## src/design/hrc_pkg.sv

```systemverilog
// Shared types and constants for the HSV/RGB color converter pipeline.
package hrc_pkg;

	localparam logic [7:0] SECTOR_W   = 8'd43;
	localparam logic [7:0] HUE_BASE_G = 8'd85;
	localparam logic [7:0] HUE_BASE_B = 8'd171;
	localparam logic [7:0] FULL_SCALE = 8'd255;
	localparam logic [7:0] REM_SCALE  = 8'd6;

	// Number of restoring-division stages (one quotient bit each)
	localparam int DIV_STEPS = 8;

	// Hue sectors of the HSV wheel
	localparam logic [2:0] SEC_RY = 3'd0;
	localparam logic [2:0] SEC_YG = 3'd1;
	localparam logic [2:0] SEC_GC = 3'd2;
	localparam logic [2:0] SEC_CB = 3'd3;
	localparam logic [2:0] SEC_BM = 3'd4;
	localparam logic [2:0] SEC_MR = 3'd5;

	// Channel that holds the maximum in RGB to HSV
	localparam logic [1:0] CH_RED   = 2'd0;
	localparam logic [1:0] CH_GREEN = 2'd1;
	localparam logic [1:0] CH_BLUE  = 2'd2;

	localparam logic MODE_HSV2RGB = 1'b0;
	localparam logic MODE_RGB2HSV = 1'b1;

	typedef struct packed {
		logic       mode;
		logic [7:0] chan_a;
		logic [7:0] chan_b;
		logic [7:0] chan_c;
	} hrc_in_t;

	typedef struct packed {
		logic [7:0] out_a;
		logic [7:0] out_b;
		logic [7:0] out_c;
	} hrc_out_t;

	// HSV to RGB operands after the first products
	typedef struct packed {
		logic [2:0]  region;
		logic        grey;
		logic [7:0]  v;
		logic [15:0] sr;
		logic [15:0] st;
		logic [15:0] pp;
	} hrc_hsv_t;

	// HSV to RGB levels after the second products
	typedef struct packed {
		logic [2:0] region;
		logic       grey;
		logic [7:0] v;
		logic [7:0] p;
		logic [7:0] q;
		logic [7:0] t;
	} hrc_lvl_t;

	// Per-item control that rides alongside the dividers
	typedef struct packed {
		logic       mode;
		logic       zero_s;
		logic       neg;
		logic [1:0] top_ch;
		logic [7:0] mx;
	} hrc_meta_t;

	// Two restoring dividers: saturation and hue offset
	typedef struct packed {
		logic [15:0] s_rem;
		logic [7:0]  s_den;
		logic [7:0]  s_quo;
		logic [15:0] h_rem;
		logic [7:0]  h_den;
		logic [7:0]  h_quo;
	} hrc_div_t;

endpackage

```

## src/design/hsv_rgb_color_convert_top.sv

```systemverilog
// HSV/RGB color converter: start is carried to done through stages s1, s2, the division stages and the done register.
// Throughput one pixel per clock; busy is always low, so start may be high every cycle.
// Depth is set by the eight one-bit division stages of the RGB to HSV path.
// done pulses for one cycle with the result; the receiver cannot stall it.
// arst_n clears every stage valid bit at once; data registers are not reset.
module hsv_rgb_color_convert_top import hrc_pkg::*; (
	input  logic     clk,
	input  logic     arst_n,
	input  logic     start,
	output logic     busy,
	input  hrc_in_t  item,
	output logic     done,
	output hrc_out_t result
);

	localparam int LAST = 2 + DIV_STEPS;

	logic      vld_s [2:LAST];
	hrc_div_t  div_s [2:LAST];
	hrc_meta_t meta_s [2:LAST];
	hrc_lvl_t  lvl_s [3:LAST];
	hrc_hsv_t  hsv_s2;

	hrc_meta_t m;
	hrc_lvl_t  l;
	hrc_div_t  d;
	hrc_out_t  res;
	logic [7:0] h_base, h_off;

	assign busy = 1'b0;

	hrc_front u_front (
		.clk     (clk),
		.arst_n  (arst_n),
		.vld     (start & ~busy),
		.item    (item),
		.vld_s2  (vld_s[2]),
		.hsv_s2  (hsv_s2),
		.meta_s2 (meta_s[2]),
		.div_s2  (div_s[2])
	);

	hrc_hsv_mul u_hsv_mul (
		.clk    (clk),
		.hsv    (hsv_s2),
		.lvl_s3 (lvl_s[3])
	);

	for (genvar i = 3; i <= LAST; i++) begin : g_div
		hrc_div_step #(.BIT(LAST - i)) u_step (
			.clk    (clk),
			.arst_n (arst_n),
			.vld    (vld_s[i-1]),
			.div    (div_s[i-1]),
			.vld_sn (vld_s[i]),
			.div_sn (div_s[i])
		);
	end

	// carry control and HSV levels alongside the dividers
	for (genvar i = 3; i <= LAST; i++) begin : g_meta
		always_ff @(posedge clk) begin
			meta_s[i] <= meta_s[i-1];
		end
	end

	for (genvar i = 4; i <= LAST; i++) begin : g_lvl
		always_ff @(posedge clk) begin
			lvl_s[i] <= lvl_s[i-1];
		end
	end

	always_comb begin
		m = meta_s[LAST];
		l = lvl_s[LAST];
		d = div_s[LAST];
		case (m.top_ch)
			CH_GREEN: h_base = HUE_BASE_G;
			CH_BLUE:  h_base = HUE_BASE_B;
			default:  h_base = 8'd0;
		endcase
		h_off = m.neg ? (8'd0 - d.h_quo) : d.h_quo;
		res = '0;
		if (m.mode == MODE_RGB2HSV) begin
			res.out_a = m.zero_s ? 8'd0 : (h_base + h_off);
			res.out_b = m.zero_s ? 8'd0 : d.s_quo;
			res.out_c = m.mx;
		end else if (l.grey) begin
			res.out_a = l.v;
			res.out_b = l.v;
			res.out_c = l.v;
		end else begin
			case (l.region)
				SEC_RY: res = '{out_a: l.v, out_b: l.t, out_c: l.p};
				SEC_YG: res = '{out_a: l.q, out_b: l.v, out_c: l.p};
				SEC_GC: res = '{out_a: l.p, out_b: l.v, out_c: l.t};
				SEC_CB: res = '{out_a: l.p, out_b: l.q, out_c: l.v};
				SEC_BM: res = '{out_a: l.t, out_b: l.p, out_c: l.v};
				default: res = '{out_a: l.v, out_b: l.p, out_c: l.q};
			endcase
		end
	end

	always_ff @(posedge clk or negedge arst_n) begin
		if (!arst_n) begin
			done <= 1'b0;
		end else begin
			done <= vld_s[LAST];
		end
	end

	always_ff @(posedge clk) begin
		result <= res;
	end

	a_latency: assert property (@(posedge clk) disable iff (!arst_n)
		(start && !busy) |-> ##(LAST + 1) done)
		else $error("accepted beat did not produce a result on time");

	a_no_spurious: assert property (@(posedge clk) disable iff (!arst_n)
		done |-> $past(start, LAST + 1))
		else $error("result strobe without a matching accepted beat");

	a_hue_range: assert property (@(posedge clk) disable iff (!arst_n)
		(vld_s[LAST] && meta_s[LAST].mode == MODE_RGB2HSV && !meta_s[LAST].zero_s)
		|-> (div_s[LAST].h_quo <= SECTOR_W))
		else $error("hue offset quotient out of range");

	a_sat_rem: assert property (@(posedge clk) disable iff (!arst_n)
		(vld_s[LAST] && meta_s[LAST].mode == MODE_RGB2HSV && !meta_s[LAST].zero_s)
		|-> (div_s[LAST].s_rem < {8'd0, div_s[LAST].s_den}))
		else $error("saturation divider remainder not reduced");

endmodule

```

## src/design/hrc_front.sv

```systemverilog
// Front stages: channel decode (s1) and first products and dividends (s2).
module hrc_front import hrc_pkg::*; (
	input  logic      clk,
	input  logic      arst_n,
	input  logic      vld,
	input  hrc_in_t   item,
	output logic      vld_s2,
	output hrc_hsv_t  hsv_s2,
	output hrc_meta_t meta_s2,
	output hrc_div_t  div_s2
);

	typedef struct packed {
		logic       mode;
		logic [2:0] region;
		logic [7:0] rem;
		logic [7:0] s;
		logic [7:0] v;
		logic [7:0] mx;
		logic [7:0] diff;
		logic [7:0] mag;
		logic       neg;
		logic [1:0] top_ch;
	} hrc_dec_t;

	logic     vld_s1;
	hrc_dec_t dec_s1;
	hrc_dec_t dec;
	logic [7:0] h_base;
	logic [5:0] h_off;
	logic [7:0] r, g, b, mn, x, y;

	always_comb begin
		dec = '0;
		dec.mode = item.mode;
		// sector of the hue wheel and its start
		if (item.chan_a < SECTOR_W) begin
			dec.region = SEC_RY;
			h_base = 8'd0;
		end else if (item.chan_a < 8'(2 * SECTOR_W)) begin
			dec.region = SEC_YG;
			h_base = SECTOR_W;
		end else if (item.chan_a < 8'(3 * SECTOR_W)) begin
			dec.region = SEC_GC;
			h_base = 8'(2 * SECTOR_W);
		end else if (item.chan_a < 8'(4 * SECTOR_W)) begin
			dec.region = SEC_CB;
			h_base = 8'(3 * SECTOR_W);
		end else if (item.chan_a < 8'(5 * SECTOR_W)) begin
			dec.region = SEC_BM;
			h_base = 8'(4 * SECTOR_W);
		end else begin
			dec.region = SEC_MR;
			h_base = 8'(5 * SECTOR_W);
		end
		h_off = 6'(item.chan_a - h_base);
		dec.rem = 8'({2'b00, h_off} * REM_SCALE);
		dec.s = item.chan_b;
		dec.v = item.chan_c;

		r = item.chan_a;
		g = item.chan_b;
		b = item.chan_c;
		mn = (r < g) ? ((r < b) ? r : b) : ((g < b) ? g : b);
		dec.mx = (r > g) ? ((r > b) ? r : b) : ((g > b) ? g : b);
		dec.diff = dec.mx - mn;
		// red wins ties, then green
		if (dec.mx == r) begin
			dec.top_ch = CH_RED;
			x = g;
			y = b;
		end else if (dec.mx == g) begin
			dec.top_ch = CH_GREEN;
			x = b;
			y = r;
		end else begin
			dec.top_ch = CH_BLUE;
			x = r;
			y = g;
		end
		dec.neg = (x < y);
		dec.mag = dec.neg ? (y - x) : (x - y);
	end

	always_ff @(posedge clk or negedge arst_n) begin
		if (!arst_n) begin
			vld_s1 <= 1'b0;
			vld_s2 <= 1'b0;
		end else begin
			vld_s1 <= vld;
			vld_s2 <= vld_s1;
		end
	end

	always_ff @(posedge clk) begin
		dec_s1 <= dec;

		hsv_s2.region <= dec_s1.region;
		hsv_s2.grey   <= (dec_s1.s == 8'd0);
		hsv_s2.v      <= dec_s1.v;
		hsv_s2.sr     <= {8'd0, dec_s1.s} * {8'd0, dec_s1.rem};
		hsv_s2.st     <= {8'd0, dec_s1.s} * {8'd0, FULL_SCALE - dec_s1.rem};
		hsv_s2.pp     <= {8'd0, dec_s1.v} * {8'd0, FULL_SCALE - dec_s1.s};

		meta_s2.mode   <= dec_s1.mode;
		meta_s2.zero_s <= (dec_s1.diff == 8'd0);
		meta_s2.neg    <= dec_s1.neg;
		meta_s2.top_ch <= dec_s1.top_ch;
		meta_s2.mx     <= dec_s1.mx;

		// dividends 255*diff and 43*|d|; quotients start cleared
		div_s2.s_rem <= {dec_s1.diff, 8'd0} - {8'd0, dec_s1.diff};
		div_s2.s_den <= dec_s1.mx;
		div_s2.s_quo <= 8'd0;
		div_s2.h_rem <= {8'd0, dec_s1.mag} * {8'd0, SECTOR_W};
		div_s2.h_den <= dec_s1.diff;
		div_s2.h_quo <= 8'd0;
	end

endmodule

```

## src/design/hrc_div_step.sv

```systemverilog
// One restoring-division stage: resolves one quotient bit of both dividers.
module hrc_div_step import hrc_pkg::*; #(
	parameter int BIT = 7
) (
	input  logic     clk,
	input  logic     arst_n,
	input  logic     vld,
	input  hrc_div_t div,
	output logic     vld_sn,
	output hrc_div_t div_sn
);

	logic [15:0] s_sh, h_sh;
	hrc_div_t    nxt;

	assign s_sh = {8'd0, div.s_den} << BIT;
	assign h_sh = {8'd0, div.h_den} << BIT;

	always_comb begin
		nxt = div;
		if (div.s_rem >= s_sh) begin
			nxt.s_rem = div.s_rem - s_sh;
			nxt.s_quo[BIT] = 1'b1;
		end
		if (div.h_rem >= h_sh) begin
			nxt.h_rem = div.h_rem - h_sh;
			nxt.h_quo[BIT] = 1'b1;
		end
	end

	always_ff @(posedge clk or negedge arst_n) begin
		if (!arst_n) begin
			vld_sn <= 1'b0;
		end else begin
			vld_sn <= vld;
		end
	end

	always_ff @(posedge clk) begin
		div_sn <= nxt;
	end

endmodule

```

## src/design/hrc_hsv_mul.sv

```systemverilog
// HSV to RGB second products: forms the p, q and t levels (one register stage).
module hrc_hsv_mul import hrc_pkg::*; (
	input  logic     clk,
	input  hrc_hsv_t hsv,
	output hrc_lvl_t lvl_s3
);

	logic [15:0] q_prod, t_prod;

	assign q_prod = {8'd0, hsv.v} * {8'd0, FULL_SCALE - hsv.sr[15:8]};
	assign t_prod = {8'd0, hsv.v} * {8'd0, FULL_SCALE - hsv.st[15:8]};

	always_ff @(posedge clk) begin
		lvl_s3.region <= hsv.region;
		lvl_s3.grey   <= hsv.grey;
		lvl_s3.v      <= hsv.v;
		lvl_s3.p      <= hsv.pp[15:8];
		lvl_s3.q      <= q_prod[15:8];
		lvl_s3.t      <= t_prod[15:8];
	end

endmodule
```

## config.mk

```make
export PLATFORM = sky130hd
export DESIGN_NAME = hsv_rgb_color_convert_top
export DESIGN_NICKNAME = d
export VERILOG_FILES = /design/src/design/hrc_pkg.sv /design/src/design/hsv_rgb_color_convert_top.sv /design/src/design/hrc_front.sv /design/src/design/hrc_div_step.sv /design/src/design/hrc_hsv_mul.sv
export SDC_FILE = /design/constraint.sdc
export NUM_CORES = 2
export LEC_CHECK = 0
export ABC_AREA = 1
export BUFFER_PORTS_ARGS = -buffer_cell sky130_fd_sc_hd__buf_4
export CAP_MARGIN = 0
export CORE_MARGIN = 2
export CORE_UTILIZATION = 63
export DETAILED_ROUTE_END_ITERATION = 6
export HOLD_SLACK_MARGIN = 0.12
export PLACE_DENSITY = 0.8
export RECOVER_POWER = 25
export SETUP_SLACK_MARGIN = 0.5
export SLEW_MARGIN = 0
export SYNTH_ARGS = -nofsm -noshare
export SYNTH_HDL_FRONTEND = slang
export SYNTH_SLANG_ARGS = --single-unit
```

## constraint.sdc

```tcl
create_clock -name clk -period 5.52 [get_ports clk]
set_input_delay 0 -clock clk [delete_from_list [all_inputs] [get_ports clk]]
set_output_delay 0 -clock clk [all_outputs]
set_load 0.01 [all_outputs]
```

# --- Word-level counts from Yosys, hierarchy flattened ---
# Cells that the tools add are included.
word_totals:
  register_bits: 943
  latch_bits: 0
  ram_bits: 0
  romBits: 0
  in_bits: 28
  out_inout_bits: 26
  word_cells: 297
  memories: 0
classes:
  add_sub_neg: 25
  mul: 7
  div_mod_pow: 0
  n_lt_le_gt_ge: 28
  eq_ne: 8
  shifts: 0
  muxes: 44
  bitwise: 0
  n_reduce_logical: 5
op_table:
  columns: ["op", "n"]
  rows:
  - ["$mux W16", 13]
  - ["$pmux W24 S5", 1]
  - ["$mux W8", 14]
  - ["$mul A8 B8 Y16", 4]
  - ["$mux W24", 2]
  - ["$ge A16 B10 Y1", 2]
  - ["$ge A16 B11 Y1", 2]
  - ["$ge A16 B12 Y1", 2]
  - ["$ge A16 B13 Y1", 2]
  - ["$ge A16 B14 Y1", 2]
  - ["$ge A16 B8 Y1", 2]
  - ["$ge A16 B9 Y1", 2]
  - ["$lt A8 B8 Y1", 4]
  - ["$sub A16 B10 Y16", 2]
  - ["$sub A16 B11 Y16", 2]
  - ["$sub A16 B12 Y16", 2]
  - ["$sub A16 B13 Y16", 2]
  - ["$sub A16 B14 Y16", 2]
  - ["$sub A16 B9 Y16", 2]
  - ["$sub A8 B8 Y8 const A", 4]
  - ["$mux W6", 5]
  - ["$gt A8 B8 Y1", 3]
  - ["$lt A8 B8 Y1 const B", 3]
  - ["$sub A8 B8 Y8", 3]
  - ["other kinds (27)", 35]

# --- Longest topological paths before layout ---
depth:
  ltp_word: 8
  mapped_depth: 36
  mapped_depth_nobuf: 36

# --- By module ---
# A second synthesis with hierarchy kept.
unflattened:
  hier_cells: 6169
  hier_area_um2: 51544.4
modules_own_cells:
  columns: ["module", "n_inst", "cells_each", "area_per_inst_um2", "seq_area_each_um2"]
  rows:
  - ["hrc_front", 1, 1620, 13449.1, 3313.2]
  - ["hsv_rgb_color_convert_top", 1, 792, 9512.9, 7632.3]
  - ["hrc_hsv_mul", 1, 609, 4780.8, 720.7]
  - ["hrc_div_step (g_div[9].u_step)", 1, 441, 3190.6, 1306.3]
  - ["hrc_div_step (g_div[10].u_step)", 1, 419, 3165.5, 1306.3]
  - ["hrc_div_step (g_div[8].u_step)", 1, 423, 3098.0, 1306.3]
  - ["hrc_div_step (g_div[7].u_step)", 1, 387, 2984.1, 1306.3]
  - ["hrc_div_step (g_div[6].u_step)", 1, 387, 2966.6, 1306.3]
  - ["hrc_div_step (g_div[5].u_step)", 1, 391, 2910.3, 1306.3]
  - ["hrc_div_step (g_div[4].u_step)", 1, 357, 2768.9, 1306.3]
  - ["hrc_div_step (g_div[3].u_step)", 1, 343, 2717.6, 1306.3]

# --- Worst setup path before layout ---
# Ideal clock, no wire load.
synth_path:
  kind: "reg-to-reg"
  startpoint: "reg u_front.hsv_s2[53] (netlist name)"
  endpoint: "reg u_hsv_mul.lvl_s3[15] in the netlist's numbering"
  setup_ns: 0.123
  arrival_ns: 4.721
  required_time_ns: 5.397
  setup_slack_ns: 0.675
  path_stages_with_launch: 25
  n_path_buf: 2
  period_less_slack_ns: 4.845
  cell_sequence: "dfxtp_1 > clkbuf_1 > clkbuf_1 > nand2_1 > fa_1 > fa_1 > inv_1 > fa_1 > inv_1 > fa_1 > inv_1 > ha_1 > nand2_1 > nor2_1 > a211oi_1 > o41ai_2 > a21oi_1 > o21bai_1 > nand2_1 > nand2_1 > nand3_1 > nand2_1 > a21oi_1 > o21bai_1 > xor2_1"
synth_between:
  elab_chain_len: 1
synth_lines:
  columns: ["element", "line", "rtl"]
  rows:
  - ["$mul A8 B8 Y16", "hrc_hsv_mul.sv:10", "assign q_prod = {8'd0, hsv.v} * {8'd0, FULL_SCALE - hsv.sr[15:8]};"]
  - ["net u_hsv_mul.q_prod[15]", "hrc_hsv_mul.sv:8", "logic [15:0] q_prod, t_prod;"]
  - ["end, declared", "hrc_hsv_mul.sv:5", "output hrc_lvl_t lvl_s3"]
# The timed path passes the listed nets, and every way through them passes these cells.
# A chain may end at the register's enable or synchronous reset.

# --- Worst setup path after layout ---
layout_path:
  startpoint: "reg u_front.hsv_s2[44] (netlist name)"
  endpoint: "reg u_hsv_mul.lvl_s3[15] in the netlist's numbering"
layout_between:
  elab_chain_len: 2
layout_lines:
  columns: ["element", "line"]
  rows:
  - ["$sub A8 B8 Y8", "hrc_hsv_mul.sv:10"]
  - ["$mul A8 B8 Y16", "hrc_hsv_mul.sv:10"]
  - ["net u_hsv_mul.q_prod[15]", "hrc_hsv_mul.sv:8"]
# The timed path passes the listed nets, and every way through them passes these cells.

==> summary.md <==
| Metric | Value |
|---|---|
| Number of clock sinks seen by CTS | `between 900 and 1000` |
| Largest fanout of any net on the critical path | `6` |
| Overall via count from detail_route | `~28000` |
| Final worst path period need | `about 5 ns` |
| Routed wl met3 | `4700 um` |
| Outcome | `complete, no violations` |
| Drt wl/cell | `around 15 um` |
| Clock Tree Root | `sky130_fd_sc_hd__clkbuf_16` |
| DRT met1 WL | `34500 um` |
| H-Tree Level Count | `3` |
| Cell-by-cell listing of the critical path | `inv_1 -> nand2_1 -> fa_1 -> fa_1 -> inv_1 -> fa_1 -> inv_1 -> fa_1 -> inv_1 -> ha_1 -> nand2_2 -> nor2_1 -> a211oi_2 -> o41ai_4 -> a21oi_2 -> o21bai_1 -> nand2_1 -> nand2_1 -> nand3_1 -> nand2_1 -> a21oi_2 -> o21bai_1 -> xor2_1` |
| DR iter-0 viols | `2093` |
| Die width | `257 um` |
| Count of filler cells inserted in the layout | `approximately 4400` |
| Cell total after placement | `between 5000 and 6000` |
| Overflow after GRT | `0` |
| Number of antenna violations at the first check in global routing | `3` |
| Crit Reg-Reg Endpoint | `u_hsv_mul.lvl_s3[15]$_DFF_P_` |
| Total clock buffers created by CTS | `86` |
| Cell count after synthesis | `roughly 4200` |
| Final hold violation count | `0` |
| Required @ worst endpoint | `6.03 ns` |
| Proportion of synthesized flip-flops having asynchronous set or reset | `under 10%` |
| Worst-path clk slew | `0.06 ns` |
| RePlAce Congestion | `between 0.9 and 1` |
| Setup repair after global routing missed its margin | `true` |
| Port Buffer Count | `52` |
| Type of element capturing the critical path | `register` |
| Area growth from synthesis to layout | `12.1%` |
| Max-slew violation count | `0` |
| Number of library cell types mapped by synthesis | `63` |
| Kind of critical path | `reg2reg` |
| Overall die area | `65800 um2` |
| Maximum root-to-sink buffer count | `3` |
| Cell area after layout | `45000 um2` |
| Number of nets still failing antenna checks after routing | `0` |
| Site Rows | `about 90` |
| Total met2 wirelength after detailed routing | `around 40000 um` |
| Per-instance average area after synthesis | `9.48 um2` |
| Number of primary I/O pins | `54` |
| Initial Utilization | `63.7%` |
| Max Fclk | `between 200 and 250 MHz` |
| FF-to-FF path depth | `23` |
| Via-per-instance ratio | `5.28` |
| Beginning of the worst register-to-register path | `u_front.hsv_s2[44]$_DFF_P_` |
| Warnings from Yosys | `0` |
| Worst-skew pair later-pin latency | `roughly 0.63 ns` |
| Netlist Area Pre-Place | `40200 um2` |
| Final cell count without fillers | `5305` |
| Die Span Y | `approximately 260 um` |
| Pin slew with the least headroom to its limit | `1.02 ns` |
| Wire length of the first global-routing pass | `137000 um` |
| Sum of negative setup slack | `0 ns` |
| Gr usage total | `25.2%` |
| Maximum number of pins on one net before global-route repair | `24` |
| Stage delay of the slowest cell on the critical path | `0.58 ns` |
| Drt drc | `0` |
| Critical path depth in cells | `23` |
| Number of storage elements in the synthesis netlist | `912` |
| Type of element launching the critical path | `register` |
| Class of the worst hold path | `reg2reg` |
| HPWL reported at the end of detailed placement | `58300 um` |
| Start point of the critical path | `u_front.hsv_s2[44]$_DFF_P_` |
| Worst slew margin relative to its limit | `31.5%` |
| Core area | `63100 um2` |
| Worst-case register-to-register setup slack | `approximately 0.59 ns` |
| Fraction of layout cells with a size suffix above 1 | `6.93%` |
| Fraction of the yosys area taken by sequential cells | `45.6%` |
| Placed cell area | `41500 um2` |
| Highest-delay cell along the critical path | `sky130_fd_sc_hd__fa_1` |
| CP bufs+invs | `4` |
| Total wire length | `81800 um` |
| EDFF count, synth | `0` |
| Final Setup Violations | `0` |
| CTS tree | `done` |
| Worst Path Arrival | `5.44 ns` |
| Critical path endpoint | `u_hsv_mul.lvl_s3[15]$_DFF_P_` |
| Kind of cell adding the most delay to the critical path | `adder cells` |
| Via count of the first global-routing pass | `between 20000 and 30000` |
| Fin crit share | `89.4%` |
| Net total in the final layout | `5010` |
| Primary flip-flop cell chosen by synthesis mapping | `sky130_fd_sc_hd__dfxtp_1` |
| Uppermost signal routing layer after detailed routing | `met4` |
| Post-Synthesis Net Count | `about 4900` |
| MaxCap Viol Count | `0` |
| Count of TritonRoute iterations in the first routing pass | `6` |
| Post-route clock skew | `between 0.02 and 0.025 ns` |
[cell usage after synthesis, drive strengths merged, types with 12 or more instances]
library cell	instances	share of area, %
dfxtp	901	45
inv	698	6.5
nand2	646	6.2
ha	391	12
nor2	319	3.0
a21oi	233	2.9
fa	197	9.8
o21ai	179	2.3
xor2	123	2.7
nand3	113	1.4
xnor2	79	1.7
clkbuf	51	0.48
nor3	32	0.40
a21o	23	0.43
nand4	22	0.40
nor4	22	0.34
o211ai	18	0.34
a31oi	15	0.23
a221oi	14	0.35
buf	13	0.18
o22ai	13	0.20
a211oi	12	0.22
[cells in the final DEF, fill, tap and decap left out, types with 7 or more instances in the layout]
cell type	count
sky130_fd_sc_hd__a21o_1	23
sky130_fd_sc_hd__clkbuf_1	16
sky130_fd_sc_hd__o2111ai_1	11
sky130_fd_sc_hd__nor3_1	32
sky130_fd_sc_hd__o211ai_1	18
sky130_fd_sc_hd__a21oi_2	7
sky130_fd_sc_hd__a21boi_0	8
sky130_fd_sc_hd__a211oi_1	11
sky130_fd_sc_hd__nor4_1	22
sky130_fd_sc_hd__or2_2	8
sky130_fd_sc_hd__dfxtp_1	884
sky130_fd_sc_hd__dlygate4sd3_1	51
sky130_fd_sc_hd__a221oi_1	10
sky130_fd_sc_hd__o21ai_1	7
sky130_fd_sc_hd__nand2_2	13
sky130_fd_sc_hd__a31oi_1	15
sky130_fd_sc_hd__inv_1	684
sky130_fd_sc_hd__inv_2	12
sky130_fd_sc_hd__clkinvlp_4	11
sky130_fd_sc_hd__xor2_1	123
sky130_fd_sc_hd__a22oi_1	11
sky130_fd_sc_hd__nand4_1	20
sky130_fd_sc_hd__o21bai_1	10
sky130_fd_sc_hd__buf_4	81
sky130_fd_sc_hd__xnor2_1	79
sky130_fd_sc_hd__a21oi_1	224
sky130_fd_sc_hd__nand3_1	110
sky130_fd_sc_hd__ha_1	389
sky130_fd_sc_hd__dfrtp_1	11
sky130_fd_sc_hd__nand3b_1	7
sky130_fd_sc_hd__clkbuf_16	88
sky130_fd_sc_hd__clkinv_2	15
sky130_fd_sc_hd__o22ai_1	13
sky130_fd_sc_hd__fa_1	197
sky130_fd_sc_hd__nand2_1	629
sky130_fd_sc_hd__o21ai_0	171
sky130_fd_sc_hd__clkbuf_8	17
sky130_fd_sc_hd__dfxtp_2	13
sky130_fd_sc_hd__nor2_1	313
[per-stage QoR]
stage	worst slack, ns	hold WS (ns)	utilization (%)
2_1_floorplan	0.675	-0.296	-
3_3_place_gp	0.551	-0.167	65.9
3_5_place_dp	0.422	-0.163	65.9
4_1_cts	0.503	0.318	71.1
5_1_grt	0.374	0.321	71.4
6_report	0.586	0.311	71.4
[layout make-up]
type | instances | area, um2 | share of cell area, %
clock buffer | 121 | 2500 | 5.54
multi-input combinational | 2552 | 19000 | 42.3
inverter | 709 | 2680 | 5.96
tap | 846 | 1060 | 2.35
clock inverter | 31 | 298 | 0.661
sequential | 912 | 18300 | 40.7
antenna | 1 | 2.50 | 0.00556
timing repair buffer | 133 | 1130 | 2.51
[timing repair]
item                                    CTS  global route
pin swaps                                 0             5
hold endpoints to repair                 54             0
gates resized for setup                   6            48
cloned                                    0             0
endpoints found under the setup margin    4            21
hold buffers                             51             0
setup buffers                             0             5
[worst reg2reg max path: cells and delay by family, from the launching register on]
| family | cells | cell delay [ns] |
|---|---|---|
| fa+ha+maj | 5 | 2.30 |
| flops | 1 | 0.41 |
| compound gates | 6 | 1.06 |
| xor+xnor | 1 | 0.14 |
| simple gates | 7 | 0.66 |
| buf+inv | 4 | 0.25 |
[flip-flops by register name (all words and copies together) (netlist names)]
name and flops:
u_front.vld_s2 1, g_div.u_step.div_sn 401, u_front.meta_s2 13, u_hsv_mul.lvl_s3 36, g_div.u_step.vld_sn 8, l 36
u_front.hsv_s2 36, meta_s 35, done 1, u_front.vld_s1 1, u_front.div_s2 37, result 24
lvl_s 216, u_front.dec_s1 54, m 13
[per-layer routing]
layer | track usage, % | up-vias
met2 | 44.2 | 909
met3 | 3.31 | 214
met4 | 9.82 | 0
met1 | 31.5 | 13100
li1 | - | 13800
met5 | 0 | -
[cell families (layout without fill, tap and decap cells)]
kind of cell | after synthesis | in the layout | share of synthesized area [%]
xor gates and xnor gates | 202 | 202 | 4.40
DFF | 912 | 912 | 45.6
and+or+nand+nor | 1179 | 1179 | 12.2
buffers and inverters | 773 | 994 | 7.28
other | 1 | 2 | 0.00933
adders and majority gates | 588 | 588 | 22.0
AOI/OAI and AO/OA | 580 | 580 | 8.46
muxes | 2 | 2 | 0.0529
[worst min-delay path by stage]
stage	startpoint	endpoint	slack, ns	cells after the start
final	lvl_s[95]$_DFF_P_	lvl_s[59]$_DFF_P_	0.31	0
after detailed placement	arst_n	u_front.vld_s1$_DFF_PN0_	-0.16	1
after floorplan	arst_n	done$_DFF_PN0_	-0.30	0
after global routing	lvl_s[239]$_DFF_P_	lvl_s[203]$_DFF_P_	0.32	0
after global placement	arst_n	u_front.vld_s1$_DFF_PN0_	-0.17	1
after CTS	lvl_s[227]$_DFF_P_	lvl_s[191]$_DFF_P_	0.32	0
Power is not shown: default switching activity piles up to over one toggle a cycle in this logic, so the estimate is an artifact.
